## src/hdl/rbq_pkg.sv

```systemverilog
// ----------------------------------------------------------------------------
// rbq_pkg
// Shared constants and types for the rotated box to ordered quad unit.
// ----------------------------------------------------------------------------
package rbq_pkg;

    localparam int COORD_FRAC_BITS = 4;
    localparam int CORDIC_STAGES   = 16;
    localparam int CORDIC_LAT      = CORDIC_STAGES + 2;

    localparam int IN_W   = 16;
    localparam int CS_W   = 34;
    localparam int ANG_W  = 32;
    localparam int PROD_W = 51;
    localparam int ACC_W  = 52;
    localparam int PIX_W  = 12;
    localparam int PIX_SHIFT = 31 + COORD_FRAC_BITS;

    localparam int SQRT_IN_W   = 42;
    localparam int SQRT_OUT_W  = 21;
    localparam int DIST_SUM_W  = SQRT_OUT_W + 2;

    localparam logic signed [CS_W-1:0] CORDIC_GAIN = CS_W'(652032874);
    localparam logic signed [PIX_W-1:0] PIX_MIN = -12'sd2048;
    localparam logic signed [PIX_W-1:0] PIX_MAX = 12'sd2047;

    localparam logic signed [ANG_W-1:0] ATAN_TBL [0:23] = '{
        32'h20000000, 32'h12E4051E, 32'h09FB385B, 32'h051111D4, 32'h028B0D43,
        32'h0145D7E1, 32'h00A2F61E, 32'h00517C55, 32'h0028BE53, 32'h00145F2F,
        32'h000A2F98, 32'h000517CC, 32'h00028BE6, 32'h000145F3, 32'h0000A2FA,
        32'h0000517D, 32'h000028BE, 32'h0000145F, 32'h00000A30, 32'h00000518,
        32'h0000028C, 32'h00000146, 32'h000000A3, 32'h00000051
    };

    typedef logic signed [CS_W-1:0] cs_t;
    typedef logic signed [PIX_W-1:0] pix_t;

endpackage

```

## src/hdl/rbq_cordic.sv

```systemverilog
// ----------------------------------------------------------------------------
// rbq_cordic
// Pipelined rotation-mode CORDIC giving cosine and sine of a binary angle.
// ----------------------------------------------------------------------------
module rbq_cordic
    import rbq_pkg::*;
(
    input  logic             clk,
    input  logic             en,
    input  logic [IN_W-1:0]  angle,
    output cs_t              cos_val,
    output cs_t              sin_val
);

    cs_t                     x_reg [0:CORDIC_STAGES];
    cs_t                     y_reg [0:CORDIC_STAGES];
    logic signed [ANG_W-1:0] z_reg [0:CORDIC_STAGES];
    logic [1:0]              q_reg [0:CORDIC_STAGES];
    cs_t                     cos_reg;
    cs_t                     sin_reg;

    logic [IN_W-1:0]         turn;
    logic signed [IN_W-1:0]  resid;

    // Split the angle into a quarter turn and a residual centered on zero.
    assign turn  = angle + IN_W'(8192);
    assign resid = $signed({2'b00, turn[13:0]}) - 16'sd8192;

    always_ff @(posedge clk)
    begin
        if (en)
        begin
            x_reg[0] <= CORDIC_GAIN;
            y_reg[0] <= '0;
            z_reg[0] <= {resid, 16'd0};
            q_reg[0] <= turn[15:14];
        end
    end

    for (genvar i = 0; i < CORDIC_STAGES; i++)
    begin : g_stage
        always_ff @(posedge clk)
        begin
            if (en)
            begin
                q_reg[i+1] <= q_reg[i];
                if (!z_reg[i][ANG_W-1])
                begin
                    x_reg[i+1] <= x_reg[i] - (y_reg[i] >>> i);
                    y_reg[i+1] <= y_reg[i] + (x_reg[i] >>> i);
                    z_reg[i+1] <= z_reg[i] - ATAN_TBL[i];
                end
                else
                begin
                    x_reg[i+1] <= x_reg[i] + (y_reg[i] >>> i);
                    y_reg[i+1] <= y_reg[i] - (x_reg[i] >>> i);
                    z_reg[i+1] <= z_reg[i] + ATAN_TBL[i];
                end
            end
        end
    end

    always_ff @(posedge clk)
    begin
        if (en)
        begin
            unique case (q_reg[CORDIC_STAGES])
                2'd0:
                begin
                    cos_reg <= x_reg[CORDIC_STAGES];
                    sin_reg <= y_reg[CORDIC_STAGES];
                end
                2'd1:
                begin
                    cos_reg <= -y_reg[CORDIC_STAGES];
                    sin_reg <= x_reg[CORDIC_STAGES];
                end
                2'd2:
                begin
                    cos_reg <= -x_reg[CORDIC_STAGES];
                    sin_reg <= -y_reg[CORDIC_STAGES];
                end
                default:
                begin
                    cos_reg <= y_reg[CORDIC_STAGES];
                    sin_reg <= -x_reg[CORDIC_STAGES];
                end
            endcase
        end
    end

    assign cos_val = cos_reg;
    assign sin_val = sin_reg;

endmodule

```

## config.mk

```make
export PLATFORM = sky130hd
export DESIGN_NAME = rbq_cordic
export DESIGN_NICKNAME = d
export VERILOG_FILES = /design/src/hdl/rbq_pkg.sv /design/src/hdl/rbq_cordic.sv
export SDC_FILE = /design/constraint.sdc
export NUM_CORES = 2
export LEC_CHECK = 0
export BUFFER_PORTS_ARGS = -buffer_cell sky130_fd_sc_hd__buf_2
export CAP_MARGIN = 15
export CORE_MARGIN = 5
export CORE_UTILIZATION = 35
export DETAILED_ROUTE_END_ITERATION = 12
export GPL_TIMING_DRIVEN = 0
export SETUP_SLACK_MARGIN = 0.05
export SKIP_LAST_GASP = 1
export SYNTH_ARGS = -nofsm -noshare
export SYNTH_HDL_FRONTEND = slang
export SYNTH_SLANG_ARGS = --single-unit
export TNS_END_PERCENT = 100
```

## constraint.sdc

```tcl
create_clock -name clk -period 14.45 [get_ports clk]
set_input_delay 2.89 -clock clk [delete_from_list [all_inputs] [get_ports clk]]
set_output_delay 2.89 -clock clk [all_outputs]
set_load 0.005 [all_outputs]
```

# After elaboration in Yosys (flattened, before gate mapping)
# Memories as Yosys holds them, arrays and structs flattened.
# Cells that the tools add are included.
# word_totals
ff_bits	68
ramBits	1734
in_bits	18
elab_cells	304
n_memories	4
# mem_list
memory	depth	word_bits	read_ports	rd_clocked_by_memory_dff	wr	line_no	rtl
x_reg	17	34	17	0	17	rbq_cordic.sv:15	cs_t x_reg [0:CORDIC_STAGES];
y_reg	17	34	17	0	17	rbq_cordic.sv:16	cs_t y_reg [0:CORDIC_STAGES];
z_reg	17	32	16	0	17	rbq_cordic.sv:17	logic signed [ANG_W-1:0] z_reg [0:CORDIC_STAGES];
q_reg	17	2	17	0	17	rbq_cordic.sv:18	logic [1:0] q_reg [0:CORDIC_STAGES];
# op_classes
n_addsub	99
eq_ne	2
muxes	148
bitwise	48
reduce_logical	1
# op_table
operator	n
$mux 34	32
$mux 32	16
$pmux 34 s3	2
$mux 1	98
$add 34x19->34	2
$add 34x20->34	2
$add 34x21->34	2
$add 34x22->34	2
$add 34x23->34	2
$add 34x24->34	2
$add 34x25->34	2
$add 34x26->34	2
$add 34x27->34	2
$add 34x28->34	2
$add 34x29->34	2
$add 34x30->34	2
$add 34x31->34	2
$add 34x32->34	2
$add 34x33->34	2
$neg 34->34	2
$sub 34x19->34	2
$sub 34x20->34	2
$sub 34x21->34	2
$sub 34x22->34	2
other kinds (51)	110

# Logic depth before layout (Yosys ltp)
# depth
word_depth	4
ltp_mapped	22

# Worst setup path after synthesis
# No wires, ideal clock.
# synth_timing
kind	input to register
start	input port en
end	memory y_reg[6][33] in the netlist's numbering (data pin)
setup_time_ps	258
t_arrival_ps	7429
t_required_ps	14192
slack_ps	6763
path_stages	19
n_path_buf	4
cell_sequence	clkbuf_1 clkbuf_1 nand2_1 inv_1 clkbuf_1 buf_1 nor2_1 xnor2_1 ha_1 o21a_1 o31ai_1 a211oi_1 a221o_1 a21oi_1 o21a_1 o21ai_0 or4b_2 a31oi_1 xnor2_1
# synth_lines
item	line_no	rtl
from (decl)	rbq_cordic.sv:9	input logic en,
to (decl)	rbq_cordic.sv:16	

==> summary.txt <==
Finish
  • Leading cell types in the layout, fill and taps excluded: 1516 x edfxtp_1, 1369 x a21oi_1, 1350 x ha_1
  • # nets final: 14400
  • Max reg flops: 511
  • Layout cells sized above 1: 4.76%
  • Most common cell after layout, fill and taps aside: edfxtp_1
  • Layout area overhead: 10.5%
  • Final instance area: 137000 um^2
  • Fin cells: 17900
  • FILL cells: 35100

Yosys
  • Post-synth EDFFs: 1516
  • Mean Syn Cell Area: 9.75 um^2
  • Synthesized area: 124000 um^2
  • Yosys warns: 0
  • Mapped Cells: 12700
  • Synth cell types: 100
  • Mapped Nets: 14100
  • Seq/Total Area, Yosys: 36.8%
  • Synthesized flop and latch total: 1516
  • Main synth FF type: edfxtp_1
  • Post-synth ARST share: 0%

Floorplan
  • Die Ht: 605 um
  • Starting Density: 35.1%
  • I/O Pins: 86
  • Core area: 352000 um^2
  • Die width: 605 um
  • Site Rows: 218
  • Die area: 366000 um^2

Clock tree
  • Htree depth: 4
  • CTS buffer count: 185
  • CTS tree: yes
  • Clock Sinks: 1516
  • Clock Tree Buf Depth: 4
  • CTS root buf: clkbuf_16
  • Setup repair bufs after CTS: 0
  • Post-cts sizing count: 0
  • Hold_buf cts: 0
  • Worst skew pair latency: 0.90 ns
  • Clk slew on worst S/H paths: 0.06 ns

Route
  • DR pass1 iterations: 6
  • Via density: 5.31
  • Wire per inst: 18.0 um
  • ANT nets after route: 0
  • DR DRC count: 0
  • Drt total wl: 322 mm
  • Via count: 94900
  • Iteration-0 DRC Markers: 6293

STA
  • Final setup skew: 0.117 ns
  • Slew at the pin with the worst max-slew slack: 1.17 ns
  • Tmin final: 9.95 ns
  • Achievable Freq: 100 MHz
  • RSZ-0062 raised after global routing: no
  • # setup viols final: 0
  • Max Slew Vio Count: 0
  • Hold Slack: 0.373 ns
  • Slew margin rel.: 21.2%
  • Period utilization: 68.9%
  • Setup TNS: 0 ns
  • Final Hold Fails: 0

Placement
  • HPWL Detailed: 259 mm
  • Placed Area: 131000 um^2
  • Placed insts: 17500
  • Port bufs: 85
  • Final GP Congestion: 0.937

Hold path
  • Hold Path Class: register to register

Critical path
  • Reg2Reg Depth: 16
  • Critical path endpoint: y_reg[6][33]$_DFFE_PP_
  • Setup crit start kind: input pin
  • Worst reg2reg setup slack: 7.94 ns
  • Crit end category: register
  • Crit path required time: 15.05 ns
  • CP arrival: 10.56 ns
  • Crit Path Max Fanout: 22
  • R2r endpoint: y_reg[6][33]$_DFFE_PP_
  • Crit Path Class: input pin to register
  • RR Startpoint: z_reg[5][31]$_DFFE_PP_
  • Critical path origin: en

Global routing
  • Largest net degree at the start of global routing: 104
  • First-pass GRT wire length: 506 mm
  • Tot GR Track Use: 17.0%
  • Vias in the first global route: 90600
  • Initial antenna violation count: 9
  • Gr ovfl total: 0

Run status
  • Status: finished clean

Job
  • Max Cap Viol: 0
[per-stage QoR]
stage | worst slack [ns] | util [%]
final | 4.50 | 38.8
after global routing | 4.23 | 38.8
after CTS | 4.69 | 38.8
after detailed placement | 3.76 | 37.1
after global placement | -0.789 | 36.9
after floorplan | 6.76 | -
[cell usage after synthesis (44+ instances only)]
master	instances	area [um^2]
nor2b_1	163	1020
nor4_1	77	482
and2_1	63	394
o21bai_1	165	1240
nand3_1	198	991
and3_1	123	769
xor2_1	658	5760
clkbuf_1	147	552
a21o_1	602	4520
o41ai_1	56	490
nand2b_1	220	1380
inv_1	514	1930
mux2_2	54	608
nand2_1	710	2670
nor2_1	1008	3780
a21boi_0	48	360
mux2i_1	63	631
ha_1	1350	16900
xnor2_1	1251	11000
edfxtp_1	1516	45500
a21oi_1	1369	6850
nor3_1	271	1360
o21a_1	185	1390
o21ai_0	654	3270
or3_1	96	601
a31oi_1	136	851
o31ai_1	153	1150
a211oi_1	96	721
nand4_1	69	432
a31o_2	44	385
[final cells by class]
cell class	count	area [um^2]	share of cell area (%)
inverters	521	1960	1.43
clock inverters	122	1160	0.848
diodes	3	7.51	0.00549
plain buffers	195	822	0.601
repair buffers	111	996	0.728
flip-flops and latches	1516	45500	33.3
well taps	4730	5920	4.33
multi-input cells	10500	75600	55.3
clock buffers	213	4780	3.49
[critical path, cell delays in order]
cell,delay [ns]
buf_8,0.25
clkbuf_2,0.76
clkbuf_2,0.71
nand2_1,0.58
inv_1,0.26
clkbuf_1,0.69
buf_2,0.71
nor2_1,0.11
xnor2_1,0.16
ha_1,0.23
o31ai_1,0.44
a211oi_1,0.22
a221o_1,0.41
a21oi_1,0.51
o21a_1,0.29
o21ai_0,0.20
or4b_2,0.64
a31oi_1,0.21
xnor2_1,0.11
[how the worst min path moves through the flow]
stage                                      start                      to  depth (start not counted)
final                     q_reg[0][16]$_DFFE_PP_  q_reg[0][18]$_DFFE_PP_                          0
after global routing      q_reg[0][16]$_DFFE_PP_  q_reg[0][18]$_DFFE_PP_                          0
after CTS                 q_reg[0][17]$_DFFE_PP_  q_reg[0][19]$_DFFE_PP_                          0
after detailed placement  q_reg[0][10]$_DFFE_PP_  q_reg[0][12]$_DFFE_PP_                          0
after global placement     q_reg[0][4]$_DFFE_PP_   q_reg[0][6]$_DFFE_PP_                          0
after floorplan            q_reg[0][8]$_DFFE_PP_  q_reg[0][10]$_DFFE_PP_                          0
[routing by layer]
layer,vias up,wire length (um),global-route usage [%]
li1,47800,-,-
met1,44500,144000,22.1
met2,2059,152000,29.5
met3,504,14400,1.88
met4,0,11900,5.81
met5,-,0,0
[kinds of logic after synthesis]
family	after synthesis	synth area share, %
compound gates	3857	19.7
xor+xnor	1911	13.5
fa+ha+maj	1393	14.3
buf+inv	716	2.18
flops	1516	36.8
mux	119	1.04
simple gates	3189	12.4
Power is not shown: default switching activity piles up to over one toggle a cycle in this logic, so the estimate is an artifact.
