==> config.mk <==
export PLATFORM = sky130hd
export DESIGN_NAME = rbq_isqrt
export DESIGN_NICKNAME = d
export VERILOG_FILES = /design/src/hdl/rbq_pkg.sv /design/src/hdl/rbq_isqrt.sv
export SDC_FILE = /design/constraint.sdc
export NUM_CORES = 2
export LEC_CHECK = 0
export BUFFER_PORTS_ARGS = -buffer_cell sky130_fd_sc_hd__buf_4
export CAP_MARGIN = 20
export CORE_MARGIN = 2
export CORE_UTILIZATION = 39
export DETAILED_ROUTE_END_ITERATION = 8
export SYNTH_ARGS = -nofsm -noshare
export SYNTH_HDL_FRONTEND = slang
export SYNTH_SLANG_ARGS = --single-unit
==> constraint.sdc <==
create_clock -name clk -period 4.55 [get_ports clk]
set_clock_uncertainty 0.1 [all_clocks]
set_input_delay 0 -clock clk [delete_from_list [all_inputs] [get_ports clk]]
set_output_delay 0 -clock clk [all_outputs]
set_load 0.02 [all_outputs]
==> src/hdl/rbq_pkg.sv <==
// ----------------------------------------------------------------------------
// rbq_pkg
// Shared constants and types for the rotated box to ordered quad unit.
// ----------------------------------------------------------------------------
package rbq_pkg;

    localparam int COORD_FRAC_BITS = 4;
    localparam int CORDIC_STAGES   = 16;
    localparam int CORDIC_LAT      = CORDIC_STAGES + 2;

    localparam int IN_W   = 16;
    localparam int CS_W   = 34;
    localparam int ANG_W  = 32;
    localparam int PROD_W = 51;
    localparam int ACC_W  = 52;
    localparam int PIX_W  = 12;
    localparam int PIX_SHIFT = 31 + COORD_FRAC_BITS;

    localparam int SQRT_IN_W   = 42;
    localparam int SQRT_OUT_W  = 21;
    localparam int DIST_SUM_W  = SQRT_OUT_W + 2;

    localparam logic signed [CS_W-1:0] CORDIC_GAIN = CS_W'(652032874);
    localparam logic signed [PIX_W-1:0] PIX_MIN = -12'sd2048;
    localparam logic signed [PIX_W-1:0] PIX_MAX = 12'sd2047;

    localparam logic signed [ANG_W-1:0] ATAN_TBL [0:23] = '{
        32'h20000000, 32'h12E4051E, 32'h09FB385B, 32'h051111D4, 32'h028B0D43,
        32'h0145D7E1, 32'h00A2F61E, 32'h00517C55, 32'h0028BE53, 32'h00145F2F,
        32'h000A2F98, 32'h000517CC, 32'h00028BE6, 32'h000145F3, 32'h0000A2FA,
        32'h0000517D, 32'h000028BE, 32'h0000145F, 32'h00000A30, 32'h00000518,
        32'h0000028C, 32'h00000146, 32'h000000A3, 32'h00000051
    };

    typedef logic signed [CS_W-1:0] cs_t;
    typedef logic signed [PIX_W-1:0] pix_t;

endpackage

==> src/hdl/rbq_isqrt.sv <==
// ----------------------------------------------------------------------------
// rbq_isqrt
// Pipelined integer square root, one result bit per stage.
// ----------------------------------------------------------------------------
module rbq_isqrt
    import rbq_pkg::*;
(
    input  logic                  clk,
    input  logic                  en,
    input  logic [SQRT_IN_W-1:0]  radicand,
    output logic [SQRT_OUT_W-1:0] root
);

    logic [SQRT_IN_W-1:0]  rem_reg  [1:SQRT_OUT_W];
    logic [SQRT_OUT_W-1:0] root_reg [1:SQRT_OUT_W];

    // The remainder always holds radicand minus the square of the partial root.
    for (genvar k = 0; k < SQRT_OUT_W; k++)
    begin : g_step
        localparam int J = SQRT_OUT_W - 1 - k;
        logic [SQRT_IN_W-1:0]  rem_in;
        logic [SQRT_OUT_W-1:0] root_in;
        logic [SQRT_IN_W-1:0]  trial;

        if (k == 0)
        begin : g_first
            assign rem_in  = radicand;
            assign root_in = '0;
        end
        else
        begin : g_rest
            assign rem_in  = rem_reg[k];
            assign root_in = root_reg[k];
        end

        assign trial = (SQRT_IN_W'(root_in) << (J + 1)) + (SQRT_IN_W'(1) << (2 * J));

        always_ff @(posedge clk)
        begin
            if (en)
            begin
                if (rem_in >= trial)
                begin
                    rem_reg[k+1]  <= rem_in - trial;
                    root_reg[k+1] <= root_in | (SQRT_OUT_W'(1) << J);
                end
                else
                begin
                    rem_reg[k+1]  <= rem_in;
                    root_reg[k+1] <= root_in;
                end
            end
        end
    end

    assign root = root_reg[SQRT_OUT_W];

endmodule

======== After elaboration in Yosys (flattened, before gate mapping) ========
Memory sizes are Yosys's and may differ from the RTL's.
Cells that the tools add are included.
word-level totals
  bits in latches ......................... 0
  RAM bits ................................ 1323
  output and inout port bits .............. 21
  memories ................................ 2
  bits in read-only memories .............. 0
  bits in registers ....................... 0
memory list
  name      words  bits a word  rd ports  clocked after memory_dff  write ports  RTL line         source
  rem_reg   21     42           20        0                         21           rbq_isqrt.sv:14  logic [SQRT_IN_W-1:0] rem_reg [1:SQRT_OUT_W];
  root_reg  21     21           21        0                         21           rbq_isqrt.sv:15  logic [SQRT_OUT_W-1:0] root_reg [1:SQRT_OUT_W];
operators by class
  add/sub/neg operators ................... 41
  bitwise logic cells ..................... 42
  equality and inequality tests ........... 0
  multipliers ............................. 0
  reduce and logical (&&, ||, !) cells .... 0
  order comparisons ....................... 21
  multiplexer cells ....................... 168
  divide/modulo/power cells ............... 0
  shift operators ......................... 0
operators by type and width
  kind                      count
  $mux W42                  21
  $mux W21                  21
  $mux W1                   126
  $add A41 B39 Y42 const B  1
  $ge A42 B23 Y1            1
  $ge A42 B24 Y1            1
  $ge A42 B25 Y1            1
  $ge A42 B26 Y1            1
  $ge A42 B27 Y1            1
  $ge A42 B28 Y1            1
  $ge A42 B29 Y1            1
  $ge A42 B30 Y1            1
  $ge A42 B31 Y1            1
  $ge A42 B32 Y1            1
  $ge A42 B33 Y1            1
  $ge A42 B34 Y1            1
  $ge A42 B35 Y1            1
  $ge A42 B36 Y1            1
  $ge A42 B37 Y1            1
  $ge A42 B38 Y1            1
  $ge A42 B39 Y1            1
  $ge A42 B40 Y1            1
  $ge A42 B41 Y1            1
  $ge A42 B41 Y1 const B    1
  other kinds (42)          83

======== Depth between registers and ports, before layout ========
An unclocked memory read counts as a cell.
  word-level depth ........................ 7
  mapped depth ............................ 13
  gate-level depth less buffers ........... 13

======== Least setup slack after synthesis ========
No wires, ideal clock.
  path type ............................... reg-to-reg
  start point ............................. register rem_reg[0][826] (netlist name)
  end point ............................... register rem_reg[0][881] (netlist name)
  path slack .............................. 1235 ps
  data arrival time ....................... 2944 ps
  stages on the path, launching flop included .. 12
  path buffers ............................ 2
  cell sequence ........................... edfxtp_1 -> or3_1 -> or4b_1 -> buf_2 -> or3_4 -> a2111oi_4 -> nand3_1 -> o21ai_4 -> or4b_1 -> buf_2 -> nor4_1 -> xor2_1

==> results.py <==
metrics = {
    "status": {
        "outcome": "finished, final reports clean",
    },
    "yosys": {
        "synth_compound_area_frac": 0.0855,
        "synthMuxAreaShare": 0.00572,
        "syn_nets": 4253,
        "synthSimpleGateAreaFrac": 0.120,
        "synth_cell_type_count": 83,
        "synth_top_area_frac": 0.636,
        "async_flop_share": 0,
        "synthXorXnorAreaFrac": 0.0620,
        "synth_top_family_by_area": "simple AND/OR/NAND/NOR gates",
        "synth.avg_cell_area_um2": 12.8,
        "synth_adder_area_share": 0.0616,
        "postSynthCellCount": 3960,
        "ys_ff_latch": 1071,
        "ys_warn_count": 0,
        "yosysTopAreaCell": "edfxtp_1",
        "yosys_most_used_dff": "edfxtp_1",
        "synth_edf_count": 1071,
        "yosysSeqAreaShare": 0.636,
        "ys_top_cells_by_area": "edfxtp_1, ha_1, xor2_1, xnor2_1, o21ai_0",
        "synth_area_um2": 50600,
    },
    "worst_setup_path": {
        "crit_slowest_cell": "or4b_1",
        "reg2reg_depth": 9,
        "cp-start-kind": "flop",
        "crit_path_frequent_cell": "or4b_1",
        "critPathMaxFanout": 17,
        "regToRegSetupSlack_ns": 0.70,
        "required_ns": 4.85,
        "crit_arrival_ns": 4.15,
        "cpPeakStageDelay_ns": 0.61,
        "critical_path.cell_chain": "or3_1 > or4b_1 > or3_4 > a2111oi_4 > nand3_1 > o21ai_4 > or4b_1 > nor3_1 > xor2_1",
        "end_kind": "flop",
        "reg2reg_from": "rem_reg[0][826]",
        "reg2reg_to": "rem_reg[0][875]",
        "path_class": "reg -> reg",
    },
    "place": {
        "io_buffers": 64,
        "dp_hpwl_um": 78100,
        "gp_congestion": 0.860,
        "place_inst": 5725,
    },
    "clock_tree": {
        "cts_buffer_depth": 3,
        "clkSlewWorstSetupHoldPaths_ns": 0.06,
        "cts_root_buf": "clkbuf_16",
        "cts_tree": "yes",
        "cts_resized": 0,
        "cts_sinks": 1071,
        "cts_made_buffers": 113,
        "cts_htree_levels": 3,
        "clock_latency_ns": 0.74,
    },
    "detailed_routing": {
        "drt_iter0_drc": 2138,
        "vias_per_cell": 5.08,
        "wl_per_cell_um": 17.6,
        "dr.pass1.iters": 6,
        "drc": 0,
        "totalWireLength_um": 106000,
        "vias": 30600,
        "route.antenna.remaining_nets": 0,
    },
    "sta": {
        "worstMarginPinSlew_ns": 1.09,
        "hold_viol_final": 0,
        "finalCritPeriodShare": 0.846,
        "rsz0062_at_grt": "false",
        "setup_violations": 0,
        "fmax_mhz": 260,
        "maxSlewHeadroom": 0.273,
        "drv_slew": 0,
        "finalSetupTns_ns": 0,
        "period_minus_slack_ns": 3.85,
    },
    "cells_and_area": {
        "multiInputGateArea_um2": 17000,
        "seqCellArea_um2": 32200,
        "fill_cells": 11700,
        "final_core_util": 0.450,
        "fin_nets": 4479,
        "area_growth_pct": 14.8,
        "stdcell_count": 6028,
        "largest_reg_flops": 840,
        "drive_gt1_frac": 0.0786,
        "antenna_cells": 0,
    },
    "run": {
        "max_cap_violations": 0,
    },
    "die": {
        "io_pins": 65,
        "start_util": 0.392,
        "die-area_um2": 133000,
        "coreArea_um2": 129000,
        "rows": 132,
        "die_x_um": 364,
        "die_h_um": 364,
    },
    "global_routing": {
        "grt_start_max_net_pins": 156,
        "antenna_found_initial": 1,
        "grt_pass1_vias": 30900,
        "grt_util_all_layers": 0.160,
        "grt-ovfl-total": 0,
        "grt_pass1_wl_um": 167000,
    },
    "power_and_ir_drop": {
        "vdd_drop_max_mv": 0.323,
        "p_per_area_nw_per_um2": 462,
        "leakagePower_nw": 21.7,
    },
    "hold_path": {
        "holdCritPathClass": "in -> reg",
        "min_to": "rem_reg[0][581]",
        "min_path_cells": 2,
        "hp-start": "en",
    },
}
-- area by class of cell --
cell class | count | area share
sequential | 1071 | 0.554
multi-input combinational | 2502 | 0.292
clock buffer | 130 | 0.0498
tap | 1742 | 0.0375
timing repair buffer | 191 | 0.0294
inverter | 307 | 0.0198
clock inverter | 85 | 0.0171
-- cell usage in the layout (no fill, tap or decap), drive strengths merged, types with 16 or more instances in the layout --
master | netlist | layout
clkbuf | 73 | 130
o21ai | 239 | 239
or2 | 16 | 16
or3 | 41 | 41
nand2 | 308 | 308
o31ai | 22 | 22
nand3 | 69 | 69
and3 | 18 | 18
xor2 | 194 | 194
ha | 249 | 249
nor2 | 209 | 209
nor4b | 28 | 28
a211oi | 17 | 17
nor4 | 122 | 122
dlygate4sd3 | 0 | 87
o21a | 55 | 55
or4 | 28 | 28
clkinv | 0 | 60
nand4 | 49 | 49
nor3 | 125 | 125
nand2b | 52 | 52
nor2b | 30 | 30
buf | 7 | 104
edfxtp | 1071 | 1071
a21o | 73 | 73
xnor2 | 164 | 164
a21oi | 175 | 175
inv | 307 | 310
-- per-layer routing --
layer  global-route usage  wire length (µm)  up-vias
met5                    0                 0        -
met4               0.0580              3720        0
met3               0.0240              3280      197
met2                0.306             57000      499
met1                0.179             42100    14800
li1                     -                 -    15200
-- metrics by stage --
step / hold WS, ns / setup WS, ns / instance area [µm²] / power, mW
finish: 0.212 / 0.699 / 58100 / 26.8
global route: 0.204 / 0.499 / 58100 / 28.1
CTS: 0.175 / 0.698 / 58100 / 27.0
detailed placement: 0.0794 / 0.693 / 53300 / 17.5
global placement: 0.0784 / 0.712 / 53300 / 17.5
floorplan: -0.00113 / 1.23 / 50600 / 16.3
-- how the worst max path moves through the flow --
stage | slack (ns) | depth (start not counted) | startpoint | endpoint
after global placement | 0.71 | 9 | rem_reg[0][826] | rem_reg[0][871]
after floorplan | 1.23 | 11 | rem_reg[0][826] | rem_reg[0][881]
after detailed placement | 0.69 | 9 | rem_reg[0][826] | rem_reg[0][881]
final | 0.70 | 9 | rem_reg[0][826] | rem_reg[0][875]
after CTS | 0.70 | 9 | rem_reg[0][826] | rem_reg[0][881]
after global routing | 0.50 | 9 | rem_reg[0][826] | rem_reg[0][881]
-- cells by family (layout without fill, tap and decap cells) --
family	after synthesis	count (layout)
AOI/OAI and AO/OA	697	697
adders and majority gates	249	249
muxes	27	27
and+or+nand+nor	1171	1171
DFF	1071	1071
buffers and inverters	387	713
xor gates and xnor gates	358	358
-- report_power, final --
| group | total, mW | internal, mW | switching [mW] |
|---|---|---|---|
| Sequential | 13.2 | 12.3 | 0.841 |
| Clock | 9.41 | 5.46 | 3.95 |
| Combinational | 4.22 | 1.82 | 2.40 |
-- critical path, delay by kind of cell (launching register included) --
family          cells  cell delay, ns
simple gates        6            2.13
compound gates      2            0.79
flops               1            0.43
xor+xnor            1            0.15
-- repair_timing --
item                                    4_1_cts  5_1_grt
endpoints found under the hold margin       268        0
buffers inserted                              0        0
endpoints found under the setup margin        0        0
hold buffers                                 87        0
-- cells in the mapped netlist (all sizes together), types with 69 or more instances --
cell type  count
a21o          73
a21oi        175
clkbuf        73
edfxtp      1071
ha           249
inv          307
nand2        308
nand3         69
nor2         209
nor3         125
nor4         122
o21ai        239
xnor2        164
xor2         194
Note: power is estimated with default switching activity, not from simulation.
